### config.mk
export PLATFORM = sky130hd
export DESIGN_NAME = ring_buffer_fifo
export DESIGN_NICKNAME = d
export VERILOG_FILES = /design/src/rbf_pkg.sv /design/src/rbf_store.sv /design/src/ring_buffer_fifo.sv
export SDC_FILE = /design/constraint.sdc
export NUM_CORES = 1
export LEC_CHECK = 0
export BUFFER_PORTS_ARGS = -buffer_cell sky130_fd_sc_hd__buf_4
export CORE_MARGIN = 2
export CORE_UTILIZATION = 45
export DETAILED_ROUTE_END_ITERATION = 6
export PLACE_DENSITY = 0.61
export SLEW_MARGIN = 5
export SYNTH_ARGS = -nofsm -noshare
export SYNTH_HDL_FRONTEND = slang
export SYNTH_SLANG_ARGS = --single-unit
### constraint.sdc
create_clock -name clock -period 5.7 [get_ports clock]
set_input_delay 0.855 -clock clock [delete_from_list [all_inputs] [get_ports clock]]
set_output_delay 0.855 -clock clock [all_outputs]
set_load 0.01 [all_outputs]
### src/rbf_pkg.sv
// Shared types and constants for the ring buffer FIFO.
// Holds the storage geometry, operation and status codes and pointer helpers.
// No dependencies.
`default_nettype none

package rbf_pkg;

   localparam int DEPTH      = 16;
   localparam int WORD_WIDTH = 32;
   localparam int IDX_W      = (DEPTH > 1) ? $clog2(DEPTH) : 1;
   localparam int CNT_W      = $clog2(DEPTH + 1);
   localparam int CAP_W      = 5;
   localparam int OP_W       = 3;
   localparam int STATUS_W   = 2;

   typedef enum logic [OP_W-1:0] {
      OP_PUSH       = 3'd0,
      OP_POP        = 3'd1,
      OP_PEEK_FRONT = 3'd2,
      OP_PEEK_BACK  = 3'd3,
      OP_CLEAR      = 3'd4
   } op_type;

   typedef enum logic [STATUS_W-1:0] {
      ST_OK    = 2'd0,
      ST_FULL  = 2'd1,
      ST_EMPTY = 2'd2
   } status_type;

   // Capacity register saturated into 1..DEPTH.
   function automatic logic [CNT_W-1:0] eff_capacity(input logic [CAP_W-1:0] cap);
      logic [CNT_W-1:0] res;
      if (cap == '0) begin
         res = CNT_W'(1);
      end else if (32'(cap) > DEPTH) begin
         res = CNT_W'(DEPTH);
      end else begin
         res = CNT_W'(cap);
      end
      return res;
   endfunction

   // Pointer increment that wraps at the effective capacity.
   function automatic logic [IDX_W-1:0] advance(input logic [IDX_W-1:0] idx,
                                                input logic [CNT_W-1:0] cap);
      logic [CNT_W:0] nxt;
      nxt = (CNT_W+1)'(idx) + (CNT_W+1)'(1);
      return (nxt >= (CNT_W+1)'(cap)) ? '0 : IDX_W'(nxt);
   endfunction

endpackage

`default_nettype wire

### src/rbf_store.sv
// Word storage for the ring buffer FIFO: one write port and one read port.
// Read data is registered and updates only when a read is enabled.
// Depends on rbf_pkg.
`default_nettype none

module rbf_store
   import rbf_pkg::*;
(
   input  wire logic                  clock,
   input  wire logic                  wr_en,
   input  wire logic [IDX_W-1:0]      wr_addr,
   input  wire logic [WORD_WIDTH-1:0] wr_data,
   input  wire logic                  rd_en,
   input  wire logic [IDX_W-1:0]      rd_addr,
   output      logic [WORD_WIDTH-1:0] rd_data
);

   logic [WORD_WIDTH-1:0] mem [DEPTH];
   logic [WORD_WIDTH-1:0] rd_data_ff;

   always_ff @(posedge clock) begin
      if (wr_en) begin
         mem[wr_addr] <= wr_data;
      end
   end

   always_ff @(posedge clock) begin
      if (rd_en) begin
         rd_data_ff <= mem[rd_addr];
      end
   end

   assign rd_data = rd_data_ff;

endmodule

`default_nettype wire

### src/ring_buffer_fifo.sv
// Each accepted operation moves to s1, then to the output register fed by the
// registered storage read; one operation per cycle unless rsp_tready stalls.
// Reset empties the queue and sets the capacity register to its full size of 16.
// Storage contents are not cleared; a capacity write also empties the queue.
// Depends on rbf_pkg and rbf_store.
`default_nettype none

module ring_buffer_fifo
   import rbf_pkg::*;
(
   input  wire logic        clock,
   input  wire logic        reset,
   input  wire logic        req_tvalid,
   output      logic        req_tready,
   // [2:0] operation, [34:3] push_data, [39:35] zero
   input  wire logic [39:0] req_tdata,
   output      logic        rsp_tvalid,
   input  wire logic        rsp_tready,
   // [1:0] status, [33:2] read_data, [38:34] occupancy, [39] zero
   output      logic [39:0] rsp_tdata,
   input  wire logic        csr_valid,
   output      logic        csr_ready,
   input  wire logic [CAP_W-1:0] csr_data
);

   logic [CAP_W-1:0]      capacity_ff, capacity_in;
   logic [IDX_W-1:0]      head_ff, head_in;
   logic [IDX_W-1:0]      tail_ff, tail_in;
   logic [CNT_W-1:0]      count_ff, count_in;

   logic                  s1_valid_ff, s1_valid_in;
   status_type            s1_status_ff, s1_status_in;
   logic                  s1_rd_ff, s1_rd_in;
   logic [CNT_W-1:0]      s1_occ_ff, s1_occ_in;

   logic                  out_valid_ff, out_valid_in;
   status_type            out_status_ff;
   logic [WORD_WIDTH-1:0] out_data_ff;
   logic [CNT_W-1:0]      out_occ_ff;

   logic                  req_xfer, csr_xfer, s1_move;
   logic [CNT_W-1:0]      cap;
   op_type                op;
   logic [WORD_WIDTH-1:0] push_data;
   logic                  wr_en, rd_en;
   logic [IDX_W-1:0]      rd_addr;
   logic [WORD_WIDTH-1:0] rd_data;

   assign op        = op_type'(req_tdata[2:0]);
   assign push_data = req_tdata[34:3];
   assign cap       = eff_capacity(capacity_ff);

   assign csr_ready  = 1'b1;
   assign csr_xfer   = csr_valid & csr_ready;
   assign s1_move    = s1_valid_ff & (~out_valid_ff | rsp_tready);
   assign req_tready = ~s1_valid_ff | s1_move;
   assign req_xfer   = req_tvalid & req_tready;

   always_comb begin
      capacity_in  = capacity_ff;
      head_in      = head_ff;
      tail_in      = tail_ff;
      count_in     = count_ff;
      s1_status_in = ST_OK;
      s1_rd_in     = 1'b0;
      wr_en        = 1'b0;
      rd_en        = 1'b0;
      rd_addr      = head_ff;
      if (req_xfer) begin
         case (op)
            OP_PUSH: begin
               if (count_ff >= cap) begin
                  s1_status_in = ST_FULL;
               end else begin
                  wr_en    = 1'b1;
                  count_in = count_ff + CNT_W'(1);
                  tail_in  = advance(tail_ff, cap);
               end
            end
            OP_POP: begin
               if (count_ff == '0) begin
                  s1_status_in = ST_EMPTY;
               end else begin
                  rd_en    = 1'b1;
                  s1_rd_in = 1'b1;
                  count_in = count_ff - CNT_W'(1);
                  head_in  = advance(head_ff, cap);
               end
            end
            OP_PEEK_FRONT: begin
               if (count_ff == '0) begin
                  s1_status_in = ST_EMPTY;
               end else begin
                  rd_en    = 1'b1;
                  s1_rd_in = 1'b1;
               end
            end
            OP_PEEK_BACK: begin
               if (count_ff == '0) begin
                  s1_status_in = ST_EMPTY;
               end else begin
                  rd_en    = 1'b1;
                  s1_rd_in = 1'b1;
                  rd_addr  = (tail_ff == '0) ? IDX_W'(cap - CNT_W'(1))
                                             : tail_ff - IDX_W'(1);
               end
            end
            OP_CLEAR: begin
               head_in  = '0;
               tail_in  = '0;
               count_in = '0;
            end
            default: begin
            end
         endcase
      end
      if (csr_xfer) begin
         capacity_in = csr_data;
         head_in     = '0;
         tail_in     = '0;
         count_in    = '0;
      end
      s1_occ_in    = count_in;
      s1_valid_in  = req_xfer | (s1_valid_ff & ~s1_move);
      out_valid_in = s1_move | (out_valid_ff & ~rsp_tready);
   end

   rbf_store u_store (
      .clock   (clock),
      .wr_en   (wr_en),
      .wr_addr (tail_ff),
      .wr_data (push_data),
      .rd_en   (rd_en),
      .rd_addr (rd_addr),
      .rd_data (rd_data)
   );

   always_ff @(posedge clock) begin
      if (reset) begin
         capacity_ff  <= CAP_W'(DEPTH);
         head_ff      <= '0;
         tail_ff      <= '0;
         count_ff     <= '0;
         s1_valid_ff  <= 1'b0;
         out_valid_ff <= 1'b0;
      end else begin
         capacity_ff  <= capacity_in;
         head_ff      <= head_in;
         tail_ff      <= tail_in;
         count_ff     <= count_in;
         s1_valid_ff  <= s1_valid_in;
         out_valid_ff <= out_valid_in;
      end
   end

   always_ff @(posedge clock) begin
      if (req_xfer) begin
         s1_status_ff <= s1_status_in;
         s1_rd_ff     <= s1_rd_in;
         s1_occ_ff    <= s1_occ_in;
      end
      if (s1_move) begin
         out_status_ff <= s1_status_ff;
         out_data_ff   <= s1_rd_ff ? rd_data : '0;
         out_occ_ff    <= s1_occ_ff;
      end
   end

   assign rsp_tvalid = out_valid_ff;
   assign rsp_tdata  = {1'b0, out_occ_ff, out_data_ff, out_status_ff};

   a_count_in_range: assert property (@(posedge clock) disable iff (reset)
      count_ff <= cap)
      else $error("occupancy exceeds effective capacity");

   a_refused_push_holds: assert property (@(posedge clock) disable iff (reset)
      (req_xfer && op == OP_PUSH && count_ff >= cap && !csr_xfer) |=>
         $stable(count_ff) && $stable(tail_ff))
      else $error("refused push changed queue state");

   a_read_only_when_ok: assert property (@(posedge clock) disable iff (reset)
      (s1_valid_ff && s1_rd_ff) |-> s1_status_ff == ST_OK)
      else $error("storage read issued for a refused operation");

   a_stalled_result_holds: assert property (@(posedge clock) disable iff (reset)
      (out_valid_ff && !rsp_tready) |=> out_valid_ff && $stable(out_data_ff))
      else $error("pending result lost while stalled");

endmodule

`default_nettype wire
# Yosys cells after proc, flatten, opt, wreduce, memory -nomap -nowiden
# Memory sizes are Yosys's and may differ from the RTL's. A register that Yosys moved wholly into a read port is not among the register bits.
# Index checks and enable logic that the tools add are counted.
dict set report classes {
  add_sub_neg 6
  n_lt_le_gt_ge 4
  eq_ne 6
  n_mux 28
  n_bitwise 12
  reduce_logical 10
}
# operator count
set op_table {}
lappend op_table {{$mux 4} 8}
lappend op_table {{$mux 5} 6}
lappend op_table {{$pmux 4 s2} 2}
lappend op_table {{$ge 5x5->1} 3}
lappend op_table {{$pmux 5 s3} 1}
lappend op_table {{$add 4x1->5 const B} 2}
lappend op_table {{$logic_not 5->1} 2}
lappend op_table {{$mux 1} 9}
lappend op_table {{$sub 4x1->4 const B} 2}
lappend op_table {{$eq 3x2->1 const B} 2}
lappend op_table {{$reduce_and 3->1} 2}
lappend op_table {{$add 5x1->5 const B} 1}
lappend op_table {{$gt 5x5->1 const B} 1}
lappend op_table {{$sub 5x1->5 const B} 1}
lappend op_table {{$and 1x1->1} 4}
lappend op_table {{$logic_not 4->1} 1}
lappend op_table {{$ne 2x2->1 const B} 2}
lappend op_table {{$not 1->1} 4}
lappend op_table {{$or 1x1->1} 4}
lappend op_table {{$pmux 2 s2} 1}
lappend op_table {{$reduce_bool 2->1} 2}
lappend op_table {{$eq 3x1->1 const B} 1}
lappend op_table {{$eq 3x3->1 const B} 1}
lappend op_table {{$logic_not 3->1} 1}
lappend op_table {{3 further kinds} 3}
dict set report word_totals {
  regBits 67
  ram_bits 512
  input_bits 50
  output_inout_bits 43
  word_cells 79
  memories 1
}
# name words word_bits rd rd_clocked_by_memory_dff wr line
set mem_list {}
lappend mem_list {u_store.mem 16 32 1 1 1 rbf_store.sv:18} ;# logic [WORD_WIDTH-1:0] mem [DEPTH];

# Depth between registers and ports, before layout
dict set report logic_depth {
  ltp_word 9
  mapped_depth 15
}

# Modules after synthesis
# From an unflattened synthesis, not the netlist that was laid out.
dict set report hier_totals {
  hier_cells 1152
  area_unflattened_um2 23661.4
}
# mod instances cells_each area_per_inst_um2 seq_area_each_um2
set by_module_without_submodules {}
lappend by_module_without_submodules {rbf_store 1 838 20155.6 16335.7}
lappend by_module_without_submodules {ring_buffer_fifo 1 314 3505.9 1811.7}

# Worst setup path after synthesis
# OpenSTA, ideal clock, no wires.
dict set report synth_path {
  path_type {flip-flop to flip-flop}
  startpoint {register capacity_ff[1]}
  endpoint {memory u_store.mem[3][0] (enable)}
  setup_ns 0.461
  arrival_ns 4.617
  slack_ns 0.622
  stages_incl_launch_ff 12
  n_path_buf 0
  path_cell_list {dfxtp_1 -> nor3_1 -> nor2_1 -> nor2_1 -> ha_1 -> nand2b_1 -> a21o_1 -> a21o_1 -> a21o_1 -> a211oi_1 -> nand3_1 -> nor3_1}
}
dict set report synth_between {
  elab_chain_len 9
  word_cells_on_any_way 10
}
# item line
set synth_lines {}
lappend synth_lines {{from (decl)} ring_buffer_fifo.sv:26} ;# logic [CAP_W-1:0] capacity_ff, capacity_in;
lappend synth_lines {{from (signal assigned)} ring_buffer_fifo.sv:140} ;# capacity_ff <= CAP_W'(DEPTH);
lappend synth_lines {{from (signal assigned)} ring_buffer_fifo.sv:147} ;# capacity_ff <= capacity_in;
lappend synth_lines {{$gt 5x5->1} rbf_pkg.sv:35} ;# end else if (32'(cap) > DEPTH) begin
lappend synth_lines {{$mux 5} rbf_pkg.sv:35}
lappend synth_lines {{$mux 5 (*)} rbf_pkg.sv:33} ;# if (cap == '0) begin
lappend synth_lines {{$ge 5x5->1 (*)} ring_buffer_fifo.sv:72} ;# if (count_ff >= cap) begin
lappend synth_lines {{$mux 1 (*)} ring_buffer_fifo.sv:72}
lappend synth_lines {{$mux 1 (*)} ring_buffer_fifo.sv:70} ;# case (op)
lappend synth_lines {{$mux 1 (*)} ring_buffer_fifo.sv:69} ;# if (req_xfer) begin
lappend synth_lines {{$mux 1 (*)} rbf_store.sv:22} ;# if (wr_en) begin
lappend synth_lines {{$mux 1 (implied by the code) (*)} rbf_store.sv:23} ;# mem[wr_addr] <= wr_data;
lappend synth_lines {{to (decl)} rbf_store.sv:18}
# Mark *: on every way between the ends. The rest lies on a longest branch, timed or not.

# Worst setup path in the final report
dict set report layout_path {
  startpoint {register capacity_ff[2]}
  endpoint {memory u_store.mem[4][21] (enable)}
}
# Same word-level chain as after synthesis.

==> results.md <==
- Pwr/cell area: 324 mW/mm²
- FF+latch count, synth: 611
- Vias per cell: 5.61
- Clock slew at reported path FFs: 0.06 ns
- Congestion Overflow GR: 0
- Die X: 237 µm
- Post-synth EDFFs: 591
- Antenna Cells: 0
- FF-to-FF setup slack: 1.07 ns
- Core area: 0.0538 mm²
- Vias in the first global route: 13,400
- Syn Std Cell Area: 0.0245 mm²
- Relative slew slack: 25.3%
- Avg Cell Area, Syn: 15.5 µm²
- Ratio of final minimum period to clock period: 81.3%
- Initial drt markers: 1,282
- FP Rows: 85
- CTS tree: yes
- Final Skew: 0.0135 ns
- Post-synth cell types: 62
- Most frequent cells in the layout: edfxtp_1 (591), nand2_1 (211), mux2_2 (129)
- Final Hold Fails: 0
- Primary FF master, synth: edfxtp_1
- Syn_nets: 1,647
- Post-cts gate resize count: 0
- Starting Density: 45.4%
- Post-synthesis sequential area ratio: 74.2%
- Commonest non-fill, non-tap cell in the layout: edfxtp_1
- Peak supply drop: 0.000231 V
- Antenna violations before repair: 1
- Critical Path Sink: u_store.mem[4][21]$_DFFE_PP_
- Layout Nets: 1,747
- CTS root buf: clkbuf_16
- Cts hold-fix bufs: 0
- Asr flop ratio synth: 0%
- R2r worst-path depth: 12
- Worst path arrival time: 4.95 ns
- Max Clk Rate: 216 MHz
- Reg-to-reg endpoint: u_store.mem[4][21]$_DFFE_PP_
- ANT nets after route: 0
- LEAKAGE: 9.23 nW
- CP endpoint kind: flop
- Mapped Cells: 1,574
- Final Routed Wirelength: 56.4 mm
- IO buf count: 85
- CTS Sinks: 611
- Post-layout min period: 4.63 ns
- Final Max Tran Viols: 0
- GP Congestion: 0.800
- Die Y-Extent: 237 µm
- Final Worst Setup Slack: 1.07 ns
- Crit start category: flop
- Drt pass-1 iters: 5
- Via Count: 13,600
- Area delta synth->final: 15.0%
- # DRC: 0
- Htree depth: 2
- R2R Path Start: capacity_ff[2]$_SDFFE_PP0P_
- Worst Tran Pin Value: 1.11 ns
- Die area: 0.0562 mm²
- Max-cap viol count: 0
- Synth Warn #: 0
- Clock buffer count from CTS: 60
- Worst min path class: flop to flop
- Clock Latency Late Sink: 0.63 ns
- Final Setup Violations: 0
- Share of cells above drive strength 1: 21.8%
- I/O Pins: 93
- Avg WL per Cell: 23.3 µm
- Worst Path Required: 6.01 ns
- Status: finished clean
- Gr usage total: 20.2%
- Clock Path Buffers: 3
- First-pass GRT wire length: 84.4 mm
- Kind of critical path: flop to flop
- Pin count of the biggest net entering global routing: 64
- Crit path from: capacity_ff[2]$_SDFFE_PP0P_
- Setup Fix Bufs, Post-CTS: 0
- Critical Path Fanout Max: 17
- Hpwl dp: 30.9 mm
- RSZ-0062 raised after global routing: false
- Setup TNS: 0 ns
- Pre-CTS setup slack: 1.07 ns
==> worst min-delay path by stage <==
stage | from | to | cells past startpoint
3_3_place_gp | s1_occ_ff[4]$_DFFE_PP_ | out_occ_ff[4]$_DFFE_PP_ | 0
3_5_place_dp | s1_occ_ff[0]$_DFFE_PP_ | out_occ_ff[0]$_DFFE_PP_ | 0
6_report | s1_occ_ff[1]$_DFFE_PP_ | out_occ_ff[1]$_DFFE_PP_ | 0
4_1_cts | s1_occ_ff[0]$_DFFE_PP_ | out_occ_ff[0]$_DFFE_PP_ | 0
2_1_floorplan | s1_occ_ff[0]$_DFFE_PP_ | out_occ_ff[0]$_DFFE_PP_ | 0
5_1_grt | s1_occ_ff[0]$_DFFE_PP_ | out_occ_ff[0]$_DFFE_PP_ | 0
==> metal layers <==
metal	track usage [%]	up-vias	wire length [µm]
li1	-	6237	-
met1	27.5	6853	24300
met2	33.7	391	27400
met3	3.47	77	3600
met4	5.58	2	1060
met5	0	-	17
==> critical path: stages, from the launching register on <==
cell,delay (ns)
dfxtp_1,0.35
nor3_1,0.26
nor2_1,0.07
nor2_1,0.20
ha_1,0.27
nand2b_1,0.14
a21o_1,0.17
a21o_1,0.20
a21o_1,0.25
a211oi_1,0.80
nand3_1,0.49
nor2_4,0.78
buf_4,0.35
==> cells in the mapped netlist, drive strengths merged (23+ instances only) <==
master | count | share of area (%)
a21oi | 44 | 0.90
and2 | 37 | 0.95
buf | 53 | 1.1
clkbuf | 36 | 0.56
edfxtp | 591 | 73
ha | 23 | 1.2
mux2 | 129 | 5.9
mux2i | 70 | 2.9
nand2 | 212 | 3.3
nand3 | 107 | 2.2
nor2 | 37 | 0.57
o22ai | 65 | 1.7
o32ai | 33 | 1.2
==> flip-flops by register name, summed over array words and instances (netlist names) <==
register         cells
s1_status_ff         2
s1_rd_ff             1
out_occ_ff           5
u_store.mem        512
out_status_ff        2
u_store.rd_data     32
capacity_ff          5
out_data_ff         32
rsp_tvalid           1
head_ff              4
s1_valid_ff          1
s1_occ_ff            5
tail_ff              4
count_ff             5
==> power breakdown <==
| group | switching (mW) | total, mW | internal [mW] | leakage (nW) |
|---|---|---|---|---|
| logic | 0.133 | 0.198 | 0.0648 | 2.76 |
| registers | 0.00817 | 4.95 | 4.94 | 5.51 |
| clock network | 1.63 | 3.95 | 2.32 | 0.962 |
| total | 1.77 | 9.10 | 7.33 | 9.23 |
==> logic make-up (layout without fill, tap and decap cells) <==
| logic type | count (synthesis) | in the layout | share of synthesized area, % |
|---|---|---|---|
| flops | 611 | 611 | 74.2 |
| simple gates | 437 | 437 | 8.16 |
| mux | 199 | 199 | 8.80 |
| compound gates | 194 | 194 | 5.58 |
| buf+inv | 104 | 252 | 1.91 |
| fa+ha+maj | 23 | 23 | 1.18 |
| xor+xnor | 4 | 4 | 0.143 |
| other cells | 2 | 2 | 0.0307 |
==> area by class of cell <==
cell class,instances,area [µm²]
fill,4347,25700
sequential,611,18100
multi-input combinational,859,6020
clock buffer,77,1630
timing repair buffer,127,1050
tap,696,871
clock inverter,33,352
inverter,15,56.3
==> stage by stage <==
| step | std cells | instance area [µm²] | hold slack, ns | total power, mW | util (%) |
|---|---|---|---|---|---|
| finish | 2418 | 28100 | 0.420 | 9.10 | 52.3 |
| global route | 2418 | 28100 | 0.428 | 9.39 | 52.3 |
| CTS | 2418 | 28100 | 0.420 | 9.19 | 52.3 |
| detailed placement | 2308 | 26100 | 0.406 | 5.24 | 48.6 |
| global placement | 2308 | 26100 | 0.402 | 5.24 | 48.6 |
| floorplan | 1574 | 24500 | 0.400 | 5.13 | - |
Power figures use the tool's default switching activity.
